==> config.mk <==
export PLATFORM = sky130hd
export DESIGN_NAME = moore_automaton_row_step
export DESIGN_NICKNAME = d
export VERILOG_FILES = /design/src/mars_pkg.sv /design/src/mars_lane.sv /design/src/mars_gen.sv /design/src/moore_automaton_row_step.sv
export VERILOG_INCLUDE_DIRS = /design/src /design/src/src
export SDC_FILE = /design/constraint.sdc
export NUM_CORES = 2
export LEC_CHECK = 0
export ABC_CLOCK_PERIOD_IN_PS = 19200
export BUFFER_PORTS_ARGS = -buffer_cell sky130_fd_sc_hd__buf_2
export CAP_MARGIN = 20
export CORE_UTILIZATION = 44
export CTS_CLUSTER_SIZE = 24
export DETAILED_ROUTE_END_ITERATION = 10
export PLACE_DENSITY_LB_ADDON = 0.15
export SLEW_MARGIN = 20
export SYNTH_ARGS = -nofsm -noshare
export SYNTH_HDL_FRONTEND = slang
export SYNTH_HIERARCHICAL = 1
export SYNTH_SLANG_ARGS = --single-unit
==> constraint.sdc <==
create_clock -name clock -period 19.2 [get_ports clock]
set_input_delay 1.92 -clock clock [delete_from_list [all_inputs] [get_ports clock]]
set_output_delay 1.92 -clock clock [all_outputs]
set_load 0.005 [all_outputs]
==> src/moore_automaton_row_step_macros.svh <==
// Assertion macros shared by the row-step RTL.
`ifndef MOORE_AUTOMATON_ROW_STEP_MACROS_SVH
`define MOORE_AUTOMATON_ROW_STEP_MACROS_SVH

// Same-cycle implication, checked on every rising clock edge outside reset.
`define MARS_ASSERT_NOW(name, ante, cons, msg) \
   name: assert property (@(posedge clock) disable iff (reset) (ante) |-> (cons)) \
      else $error(msg);

// Next-cycle implication, checked on every rising clock edge outside reset.
`define MARS_ASSERT_NEXT(name, ante, cons, msg) \
   name: assert property (@(posedge clock) disable iff (reset) (ante) |=> (cons)) \
      else $error(msg);

`endif

==> src/mars_pkg.sv <==
// Package with the types, constants and helpers of the automaton row step.
`timescale 1ns / 1ps

package mars_pkg;

   localparam int CELL_BITS   = 64;
   localparam int ROW_CELLS   = 64;
   localparam int WIDTH_BITS  = 7;
   localparam int THRESH_BITS = 4;
   localparam int COUNT_BITS  = 4;

   // Register indexes; register i sits at byte address 4*i.
   localparam logic [1:0] REG_ROW_WIDTH     = 2'd0;
   localparam logic [1:0] REG_SURVIVE_MIN   = 2'd1;
   localparam logic [1:0] REG_BIRTH_ABOVE   = 2'd2;
   localparam logic [1:0] REG_INVERT_OUTPUT = 2'd3;

   typedef struct packed {
      logic [CELL_BITS-1:0] cells_in;
      logic                 frame_end;
   } req_type;

   typedef struct packed {
      logic [CELL_BITS-1:0] cells_out;
      logic                 frame_end_out;
   } rsp_type;

   // Rule settings broadcast to every lane.
   typedef struct packed {
      logic [THRESH_BITS-1:0] survive_min;
      logic [THRESH_BITS-1:0] birth_above;
      logic                   invert_output;
   } rule_type;

   // Bit 0 is the left neighbor column, bit 1 the cell column, bit 2 the right one.
   typedef struct packed {
      logic [2:0] up;
      logic [2:0] mid;
      logic [2:0] down;
   } nbr_type;

   // Results caused by one accepted row: one or two output beats.
   typedef struct packed {
      logic [CELL_BITS-1:0] row0;
      logic [CELL_BITS-1:0] row1;
      logic                 two;
      logic                 last0;
   } pair_type;

   // Columns below the effective width are inside the frame.
   function automatic logic [CELL_BITS-1:0] valid_mask(input logic [WIDTH_BITS-1:0] width);
      logic [WIDTH_BITS-1:0] eff;
      logic [CELL_BITS-1:0]  mask;
      eff = (width > WIDTH_BITS'(ROW_CELLS)) ? WIDTH_BITS'(ROW_CELLS) : width;
      for (int x = 0; x < CELL_BITS; x++) begin
         mask[x] = (WIDTH_BITS'(x) < eff);
      end
      return mask;
   endfunction

endpackage

==> src/mars_lane.sv <==
// One cell lane: counts the eight neighbors and applies the survive and birth rule.
`timescale 1ns / 1ps

module mars_lane
   import mars_pkg::*;
(
   input  nbr_type  nbr,
   input  rule_type rule,
   output logic     next_cell
);

   logic [COUNT_BITS-1:0] count;
   logic                  alive;
   logic                  next_raw;

   assign count = COUNT_BITS'(nbr.up[0]) + COUNT_BITS'(nbr.up[1]) + COUNT_BITS'(nbr.up[2])
                + COUNT_BITS'(nbr.mid[0]) + COUNT_BITS'(nbr.mid[2])
                + COUNT_BITS'(nbr.down[0]) + COUNT_BITS'(nbr.down[1])
                + COUNT_BITS'(nbr.down[2]);

   assign alive     = nbr.mid[1];
   assign next_raw  = alive ? (count >= rule.survive_min) : (count > rule.birth_above);
   assign next_cell = next_raw ^ rule.invert_output;

endmodule

==> src/mars_gen.sv <==
// One generation of a row: a lane per column, then a merge that masks the frame width.
`timescale 1ns / 1ps

module mars_gen
   import mars_pkg::*;
(
   input  logic [CELL_BITS-1:0] row_up,
   input  logic [CELL_BITS-1:0] row_mid,
   input  logic [CELL_BITS-1:0] row_down,
   input  rule_type             rule,
   input  logic [CELL_BITS-1:0] mask,
   output logic [CELL_BITS-1:0] row_next
);

   // Each row gets an alive column on both sides for the frame edges.
   logic [CELL_BITS+1:0] ext_up;
   logic [CELL_BITS+1:0] ext_mid;
   logic [CELL_BITS+1:0] ext_down;
   logic [CELL_BITS-1:0] lane_out;

   assign ext_up   = {1'b1, row_up,   1'b1};
   assign ext_mid  = {1'b1, row_mid,  1'b1};
   assign ext_down = {1'b1, row_down, 1'b1};

   for (genvar x = 0; x < CELL_BITS; x++) begin : g_lane
      nbr_type nbr;
      assign nbr.up   = ext_up[x+2:x];
      assign nbr.mid  = ext_mid[x+2:x];
      assign nbr.down = ext_down[x+2:x];

      mars_lane u_lane (
         .nbr       (nbr),
         .rule      (rule),
         .next_cell (lane_out[x])
      );
   end

   assign row_next = lane_out & mask;

endmodule

==> src/moore_automaton_row_step.sv <==
// A result beat is registered into the result queue when the row that causes it is accepted.
// Rows are taken one per cycle while the two-entry result queue is not full; a frame-end row
// that follows a held row gives two beats, and its queue entry is popped once both are out.
// All 64 cells are evaluated by parallel lanes; two generation units cover both beats.
// Reset (synchronous): registers return to width 64, thresholds 4, no invert, empty frame.
`timescale 1ns / 1ps

module moore_automaton_row_step
   import mars_pkg::*;
(
   input  logic        clock,
   input  logic        reset,
   input  logic        req_valid,
   output logic        req_stall,
   input  req_type     req_data,
   output logic        rsp_valid,
   input  logic        rsp_stall,
   output rsp_type     rsp_data,
   input  logic        csr_psel,
   input  logic        csr_penable,
   input  logic        csr_pwrite,
   input  logic [3:0]  csr_paddr,
   input  logic [31:0] csr_pwdata,
   output logic [31:0] csr_prdata,
   output logic        csr_pready
);

`include "moore_automaton_row_step_macros.svh"

   localparam logic [WIDTH_BITS-1:0]  RESET_WIDTH   = WIDTH_BITS'(64);
   localparam logic [THRESH_BITS-1:0] RESET_SURVIVE = THRESH_BITS'(4);
   localparam logic [THRESH_BITS-1:0] RESET_BIRTH   = THRESH_BITS'(4);
   localparam logic [1:0]             QUEUE_FULL    = 2'd2;

   // Configuration registers.
   logic [WIDTH_BITS-1:0]  row_width_ff, row_width_in;
   logic [THRESH_BITS-1:0] survive_ff, survive_in;
   logic [THRESH_BITS-1:0] birth_ff, birth_in;
   logic                   invert_ff, invert_in;
   logic [CELL_BITS-1:0]   mask_ff, mask_in;

   // Row history.
   logic [CELL_BITS-1:0]   above_ff, above_in;
   logic [CELL_BITS-1:0]   middle_ff, middle_in;
   logic                   mid_valid_ff, mid_valid_in;

   // Result queue: q0 is the head.
   pair_type               q0_ff, q0_in;
   pair_type               q1_ff, q1_in;
   logic [1:0]             cnt_ff, cnt_in;
   logic                   sel_ff, sel_in;

   logic                   csr_write;
   logic [1:0]             csr_index;
   logic                   in_fire;
   logic                   out_fire;
   logic                   pop;
   logic                   push;
   logic                   last;
   logic [1:0]             cnt_mid;
   logic [CELL_BITS-1:0]   row_pad;
   logic [CELL_BITS-1:0]   gen_a_up;
   logic [CELL_BITS-1:0]   gen_a_mid;
   logic [CELL_BITS-1:0]   gen_a_down;
   logic [CELL_BITS-1:0]   gen_a_row;
   logic [CELL_BITS-1:0]   gen_b_row;
   rule_type               rule;
   pair_type               new_pair;

   // ---------------- configuration port ----------------
   assign csr_pready = 1'b1;
   assign csr_index  = csr_paddr[3:2];
   assign csr_write  = csr_psel && csr_penable && csr_pwrite && csr_pready;

   always_comb begin
      row_width_in = row_width_ff;
      survive_in   = survive_ff;
      birth_in     = birth_ff;
      invert_in    = invert_ff;
      mask_in      = mask_ff;
      if (csr_write) begin
         case (csr_index)
            REG_ROW_WIDTH: begin
               row_width_in = csr_pwdata[WIDTH_BITS-1:0];
               mask_in      = valid_mask(csr_pwdata[WIDTH_BITS-1:0]);
            end
            REG_SURVIVE_MIN:   survive_in = csr_pwdata[THRESH_BITS-1:0];
            REG_BIRTH_ABOVE:   birth_in   = csr_pwdata[THRESH_BITS-1:0];
            REG_INVERT_OUTPUT: invert_in  = csr_pwdata[0];
            default: ;
         endcase
      end
   end

   always_comb begin
      case (csr_index)
         REG_ROW_WIDTH:     csr_prdata = 32'(row_width_ff);
         REG_SURVIVE_MIN:   csr_prdata = 32'(survive_ff);
         REG_BIRTH_ABOVE:   csr_prdata = 32'(birth_ff);
         REG_INVERT_OUTPUT: csr_prdata = 32'(invert_ff);
         default:           csr_prdata = 32'd0;
      endcase
   end

   assign rule.survive_min   = survive_ff;
   assign rule.birth_above   = birth_ff;
   assign rule.invert_output = invert_ff;

   // ---------------- row evaluation ----------------
   assign in_fire = req_valid && !req_stall;
   assign last    = req_data.frame_end;
   assign row_pad = (req_data.cells_in & mask_ff) | ~mask_ff;

   // Without a held row the incoming row is evaluated alone between outside rows.
   assign gen_a_up   = mid_valid_ff ? above_ff  : '1;
   assign gen_a_mid  = mid_valid_ff ? middle_ff : row_pad;
   assign gen_a_down = mid_valid_ff ? row_pad   : '1;

   mars_gen u_gen_a (
      .row_up   (gen_a_up),
      .row_mid  (gen_a_mid),
      .row_down (gen_a_down),
      .rule     (rule),
      .mask     (mask_ff),
      .row_next (gen_a_row)
   );

   // The closing row of a frame, used only for the second beat.
   mars_gen u_gen_b (
      .row_up   (middle_ff),
      .row_mid  (row_pad),
      .row_down ('1),
      .rule     (rule),
      .mask     (mask_ff),
      .row_next (gen_b_row)
   );

   always_comb begin
      above_in     = above_ff;
      middle_in    = middle_ff;
      mid_valid_in = mid_valid_ff;
      if (in_fire) begin
         if (last) begin
            above_in     = '1;
            mid_valid_in = 1'b0;
         end else if (mid_valid_ff) begin
            above_in  = middle_ff;
            middle_in = row_pad;
         end else begin
            above_in     = '1;
            middle_in    = row_pad;
            mid_valid_in = 1'b1;
         end
      end
   end

   // ---------------- result queue ----------------
   assign new_pair.row0  = gen_a_row;
   assign new_pair.row1  = gen_b_row;
   assign new_pair.two   = mid_valid_ff && last;
   assign new_pair.last0 = !mid_valid_ff;

   assign rsp_valid              = (cnt_ff != 2'd0);
   assign rsp_data.cells_out     = sel_ff ? q0_ff.row1 : q0_ff.row0;
   assign rsp_data.frame_end_out = sel_ff || q0_ff.last0;
   assign req_stall              = (cnt_ff == QUEUE_FULL);

   assign out_fire = rsp_valid && !rsp_stall;
   assign pop      = out_fire && (!q0_ff.two || sel_ff);
   assign push     = in_fire && (last || mid_valid_ff);
   assign cnt_mid  = cnt_ff - {1'b0, pop};

   always_comb begin
      q0_in  = q0_ff;
      q1_in  = q1_ff;
      sel_in = sel_ff;
      if (out_fire) begin
         sel_in = !pop;
      end
      if (pop) begin
         q0_in = q1_ff;
      end
      if (push) begin
         if (cnt_mid == 2'd0) begin
            q0_in = new_pair;
         end else begin
            q1_in = new_pair;
         end
      end
      cnt_in = cnt_mid + {1'b0, push};
   end

   always_ff @(posedge clock) begin
      if (reset) begin
         row_width_ff <= RESET_WIDTH;
         survive_ff   <= RESET_SURVIVE;
         birth_ff     <= RESET_BIRTH;
         invert_ff    <= 1'b0;
         mask_ff      <= valid_mask(RESET_WIDTH);
         above_ff     <= '1;
         mid_valid_ff <= 1'b0;
         cnt_ff       <= 2'd0;
         sel_ff       <= 1'b0;
      end else begin
         row_width_ff <= row_width_in;
         survive_ff   <= survive_in;
         birth_ff     <= birth_in;
         invert_ff    <= invert_in;
         mask_ff      <= mask_in;
         above_ff     <= above_in;
         mid_valid_ff <= mid_valid_in;
         cnt_ff       <= cnt_in;
         sel_ff       <= sel_in;
      end
   end

   always_ff @(posedge clock) begin
      middle_ff <= middle_in;
      q0_ff     <= q0_in;
      q1_ff     <= q1_in;
   end

   // ---------------- assertions ----------------
   `MARS_ASSERT_NEXT(a_frame_end_clears, in_fire && last,
                     !mid_valid_ff && (above_ff == '1), "frame end did not clear row history")
   `MARS_ASSERT_NEXT(a_second_beat, out_fire && q0_ff.two && !sel_ff,
                     sel_ff && rsp_valid, "second beat of a frame end was lost")
   `MARS_ASSERT_NOW(a_sel_needs_head, sel_ff, (cnt_ff != 2'd0) && q0_ff.two,
                    "second-beat select without a two-beat head")
   `MARS_ASSERT_NOW(a_second_is_last, rsp_valid && sel_ff, rsp_data.frame_end_out,
                    "second beat not marked as frame end")

endmodule

# After elaboration in Yosys (flattened, before gate mapping)

Index checks and enable logic that the tools add are counted.
W data, S select, Z words.

Bits of input ports: 108
Output and inout port bits: 100
Flip-flop bits (word level): 472
Word-level logic and storage cells: 1540

Order comparisons: 321
Add/sub/neg operators: 898
Muxes and demuxes: 140
Reduce and logical (&&, ||, !) cells: 24
Bitwise operators: 135
Equal/unequal tests: 4

Operators by type and width:

| operator              | count |
|---|---|
| $add A4 B1 Y4         | 568 |
| $add A4 B1 Y4 const B | 200 |
| $ge A4 B4 Y1          | 128 |
| $gt A4 B4 Y1          | 128 |
| $mux W130             | 3 |
| $mux W64              | 6 |
| $add A1 B1 Y2         | 126 |
| $lt A6 B7 Y1 const A  | 32 |
| $and A64 B64 Y64      | 3 |
| $mux W1               | 129 |
| $pmux W32 S4          | 1 |
| $xor A1 B1 Y1         | 128 |
| $lt A5 B7 Y1 const A  | 16 |
| $not A64 Y64          | 1 |
| $or A64 B64 Y64       | 1 |
| $lt A4 B7 Y1 const A  | 8 |
| $lt A3 B7 Y1 const A  | 4 |
| $lt A1 B7 Y1 const A  | 2 |
| $lt A2 B7 Y1 const A  | 2 |
| $reduce_and A2 Y1     | 6 |
| $gt A7 B7 Y1 const B  | 1 |
| $logic_and A1 B1 Y1   | 7 |
| $mux W7               | 1 |
| $eq A2 B2 Y1 const B  | 3 |
| other kinds (9)       | 18 |

# Depth between registers and ports, before layout

Depth after elaboration: 14
Gate-level depth with buffers: 19
Depth with buffers taken out: 17

# By module

Netlist, hierarchy kept.

Modules (own cells, without submodules):

| module                   | cells each | times used | area an instance (µm²) | seq. area each (µm²) |
|---|---|---|---|---|
| mars_lane                | 54         | 128        | 430.4                  | 0.0 |
| moore_automaton_row_step | 1706       | 1          | 20709.9                | 11390.9 |
| mars_gen                 | 65         | 2          | 404.1                  | 0.0 |

# Worst setup path after synthesis

Ideal clock, no wire load.

Kind: register -> output
From: register invert_ff
To: output port csr_prdata[0]
Setup slack: 5200 ps
Path buffers: 0
Required time: 17280 ps
Arrival time: 12080 ps
Stages on the path, launching flop included: 2
Cell sequence: dfxtp_1 -> mux4_2

Longest elaborated chain between the ends: 1

RTL lines:

| what                   | line                            | source |
|---|---|---|
| from (decl)            | moore_automaton_row_step.sv:39  | `logic invert_ff, invert_in;` |
| from (signal assigned) | moore_automaton_row_step.sv:208 | `invert_ff <= invert_in;` |
| $pmux W32 S4           | moore_automaton_row_step.sv:96  | `case (csr_index)` |
| to (decl)              | moore_automaton_row_step.sv:24  | `output logic [31:0] csr_prdata,` |

No other way between the ends. The select of a mux whose other input is x is not followed.

==> results.py <==
metrics = {
    "status": {
        "status": "completed",
    },
    "worst_setup_path": {
        "critPathKind": "reg2reg",
        "worstPathMaxFanout": 81,
        "startpoint_type": "flip-flop",
        "endpoint_kind": "flip-flop",
        "r2r_start": "mid_valid_ff$_SDFFE_PP0P_",
        "rrSetupSlack_ns": 12.72,
        "r2r_cells": 18,
        "cp.arrival_ns": 7.04,
        "cp.required_ns": 19.76,
        "reg2reg_to": "q0_ff[86]$_DFF_P_",
    },
    "floorplanning": {
        "start_util_pct": 44.5,
        "die_y_um": 419,
        "rows": 152,
        "coreArea_um2": 172000,
        "die_x_um": 419,
        "io_pins": 208,
        "dieArea_um2": 176000,
    },
    "synth": {
        "yosys_warnings": 6,
        "synth_cell_types": 57,
        "synth_area_um2": 76600,
        "syn_area_per_cell_um2": 8.76,
        "ys_seq_area_share_pct": 14.9,
        "ys_ff_latch": 472,
        "ys.flop_type": "dfxtp_1",
        "async_reset_ff_share_pct": 0,
        "synth_edf_count": 194,
        "synthCells": 8748,
    },
    "clock_tree": {
        "clk_pin_slew_ns": 0.06,
        "cts_hold_buf": 0,
        "htreeDepth": 3,
        "clk_latency_ns": 0.69,
        "post_cts_buffers": 0,
        "clockBufferDepth": 3,
        "cts_root_buffer": "clkbuf_16",
        "cts_made_buffers": 68,
        "cts_resized": 0,
        "cts.sinks": 472,
        "cts_tree": "done",
    },
    "placed_design": {
        "gp_congestion": 0.839,
        "port_buffers": 154,
        "hpwl_um": 148000,
    },
    "power_and_ir_drop": {
        "p_leak_nw": 42.9,
        "sequentialPowerShare_pct": 17.4,
        "clkPwrFrac_pct": 15.8,
        "p_switching_mw": 3.76,
        "pwr-share-comb_pct": 66.9,
        "p_int_mw": 4.84,
        "peakVddDrop_uv": 73.8,
        "cellPowerDensity_nw_per_um2": 103,
        "switching_share_pct": 43.7,
    },
    "timing": {
        "hold-worst-slack_ns": 0.444,
        "fin_crit_ns": 6.48,
        "setup_viol": 0,
        "fin_tns_setup_ns": 0,
        "hold_viol_final": 0,
        "fin_crit_sh_pct": 33.8,
        "fmax_mhz": 154,
        "slew_headroom_pct": 27.3,
        "worst_pin_slew_ns": 1.09,
        "drv_slew": 0,
        "rsz0062_at_grt": "no",
        "clock_skew_ns": 0.0301,
    },
    "route": {
        "met1_length_um": 94400,
        "wl_per_cell_um": 18.5,
        "postRouteAntennaNets": 0,
        "vias_per_cell": 5.32,
        "top_layer": "met5",
        "route.met2.wl_um": 103000,
        "wl_um": 212000,
        "drt_first_pass_iters": 5,
        "drc_errors": 0,
        "via_count": 61000,
        "drt_iter0_markers": 3232,
        "wl_met3_um": 7590,
    },
    "cells_and_area": {
        "final_nets": 11100,
        "seq_area_um2": 11400,
        "fillers": 16600,
        "drive_gt1_share_pct": 10.1,
        "area_delta_synth_final_pct": 8.62,
        "multiInputGateArea_um2": 56600,
    },
    "worst_hold_path": {
        "hold_end": "row_width_ff[6]$_SDFFE_PP1P_",
        "hp-start": "row_width_ff[6]$_SDFFE_PP1P_",
        "hp-class": "reg2reg",
        "whs_path_depth": 2,
    },
    "global_route": {
        "track_usage_pct": 24.2,
        "grt_pass1_wl_um": 336000,
        "grt_max_degree": 120,
        "grt_pass1_vias": 61900,
        "grt_overflow": 0,
        "antenna_found_initial": 7,
    },
    "job": {
        "drv_cap": 0,
    },
}
-- worst max path at each step --
stage,startpoint,end,slack [ns],cells past startpoint
finish,mid_valid_ff$_SDFFE_PP0P_,q0_ff[86]$_DFF_P_,12.72,18
global route,mid_valid_ff$_SDFFE_PP0P_,q0_ff[86]$_DFF_P_,12.45,18
CTS,mid_valid_ff$_SDFFE_PP0P_,q0_ff[86]$_DFF_P_,12.66,18
detailed placement,req_data[45],q0_ff[111]$_DFF_P_,12.18,18
global placement,req_data[61],q0_ff[127]$_DFF_P_,12.33,18
floorplan,invert_ff$_SDFFE_PP0P_,csr_prdata[0],5.20,1
-- through the flow --
| stage | setup WS, ns | power, mW | util (%) | instance area, µm² | instances |
|---|---|---|---|---|---|
| 2_1_floorplan | 5.20 | 5.85 | - | 77500 | 8972 |
| 3_3_place_gp | 12.33 | 6.94 | 46.9 | 80800 | 11300 |
| 3_5_place_dp | 12.18 | 7.21 | 46.9 | 80800 | 11300 |
| 4_1_cts | 12.66 | 8.64 | 48.3 | 83200 | 11500 |
| 5_1_grt | 12.45 | 9.47 | 48.3 | 83200 | 11500 |
| 6_report | 12.72 | 8.60 | 48.3 | 83200 | 11500 |
-- state kept, by name (all words and copies together), names as in the netlist --
register	cells
mid_valid_ff	1
sel_ff	1
mask_ff	64
survive_ff	4
row_width_ff	7
cnt_ff	2
birth_ff	4
invert_ff	1
above_ff	64
middle_ff	64
q1_ff	130
q0_ff	130
-- logic make-up after synthesis --
| group | share of synthesized area, % |
|---|---|
| buffers and inverters | 12.4 |
| and+or+nand+nor | 19.1 |
| adders and majority gates | 36.4 |
| AOI/OAI and AO/OA | 9.44 |
| DFF | 14.9 |
| muxes | 6.36 |
| xor gates and xnor gates | 1.49 |
| other | 0.0196 |
-- cell usage after synthesis (3+ instances only) --
| library cell | number | share of area, % |
|---|---|---|
| inv_1 | 2309 | 11 |
| ha_1 | 1410 | 23 |
| nand2b_1 | 515 | 4.2 |
| fa_1 | 512 | 13 |
| nor2_1 | 486 | 2.4 |
| a21oi_1 | 308 | 2.0 |
| mux2_2 | 286 | 4.2 |
| dfxtp_1 | 278 | 7.3 |
| nand4_1 | 258 | 2.1 |
| nor3_1 | 203 | 1.3 |
| edfxtp_1 | 194 | 7.6 |
| and2_1 | 137 | 1.1 |
| o21ai_1 | 137 | 0.89 |
| nor2b_1 | 134 | 1.1 |
| xor2_1 | 129 | 1.5 |
| a2111oi_2 | 128 | 2.5 |
| a311oi_1 | 128 | 1.5 |
| nor3b_1 | 128 | 1.3 |
| nor4bb_1 | 128 | 1.7 |
| o311ai_1 | 128 | 1.5 |
| or4_1 | 128 | 1.3 |
| or4b_1 | 128 | 1.7 |
| o21ai_0 | 110 | 0.72 |
| mux2_4 | 98 | 1.9 |
| or2_2 | 69 | 0.56 |
| clkbuf_1 | 66 | 0.32 |
| nand2_1 | 44 | 0.22 |
| buf_4 | 27 | 0.26 |
| buf_2 | 26 | 0.17 |
| buf_1 | 24 | 0.12 |
| mux2i_1 | 15 | 0.20 |
| o211ai_1 | 12 | 0.12 |
| buf_6 | 11 | 0.16 |
| a31oi_1 | 10 | 0.082 |
| a2111oi_0 | 5 | 0.057 |
| nand3_1 | 5 | 0.033 |
| a211o_1 | 4 | 0.046 |
| conb_1 | 4 | 0.020 |
| or3_1 | 3 | 0.025 |
-- area by class of cell --
cell class	instances	share of cell area [%]
Timing Repair Buffer	203	1.43
Clock inverter	36	0.472
Sequential cell	472	13.7
Inverter	2309	10.4
Clock buffer	90	2.37
Tap cell	2310	3.47
Multi-Input combinational cell	6037	68.1
Antenna cell	5	0.0150
-- power by group through the flow --
stage / Sequential (mW) / Clock, mW / Combinational, mW
6_report: 1.49 / 1.36 / 5.75
4_1_cts: 1.50 / 1.40 / 5.74
3_3_place_gp: 1.51 / 0 / 5.43
3_5_place_dp: 1.52 / 0 / 5.69
2_1_floorplan: 1.48 / 0 / 4.37
5_1_grt: 1.52 / 1.43 / 6.51
-- metal layers --
| layer | vias to the layer above | GRT usage [%] |
|---|---|---|
| li1 | 30000 | - |
| met1 | 29600 | 30.7 |
| met2 | 1083 | 42.3 |
| met3 | 298 | 2.21 |
| met4 | 2 | 8.88 |
| met5 | - | 0 |
-- cells in the final DEF (no fill, tap or decap), drive strengths merged, types with 90 or more instances in the layout --
master,netlist,layout
inv,2309,2320
ha,1410,1410
nand2b,515,515
fa,512,512
nor2,487,487
mux2,385,385
a21oi,308,308
dfxtp,278,278
nand4,258,258
o21ai,247,247
conb,4,228
nor3,204,204
buf,88,203
edfxtp,194,194
and2,139,139
nor2b,135,135
a2111oi,133,133
xor2,129,129
or4,128,128
o311ai,128,128
nor4bb,128,128
nor3b,128,128
a311oi,128,128
or4b,128,128
clkbuf,66,90
-- worst max-delay path: stages (launching register included) --
cell,delay (ns)
dfxtp_4,0.50
inv_6,0.65
buf_4,0.65
mux2_2,0.49
inv_1,0.10
fa_1,0.43
fa_1,0.49
fa_1,0.50
inv_1,0.04
ha_1,0.20
fa_1,0.38
xor2_1,0.18
ha_1,0.31
nand4_1,0.13
nor4bb_1,0.17
a311oi_1,0.30
nand4_1,0.26
and2_1,0.25
mux2_2,0.25
No activity file was read; power rests on OpenSTA's default activity.
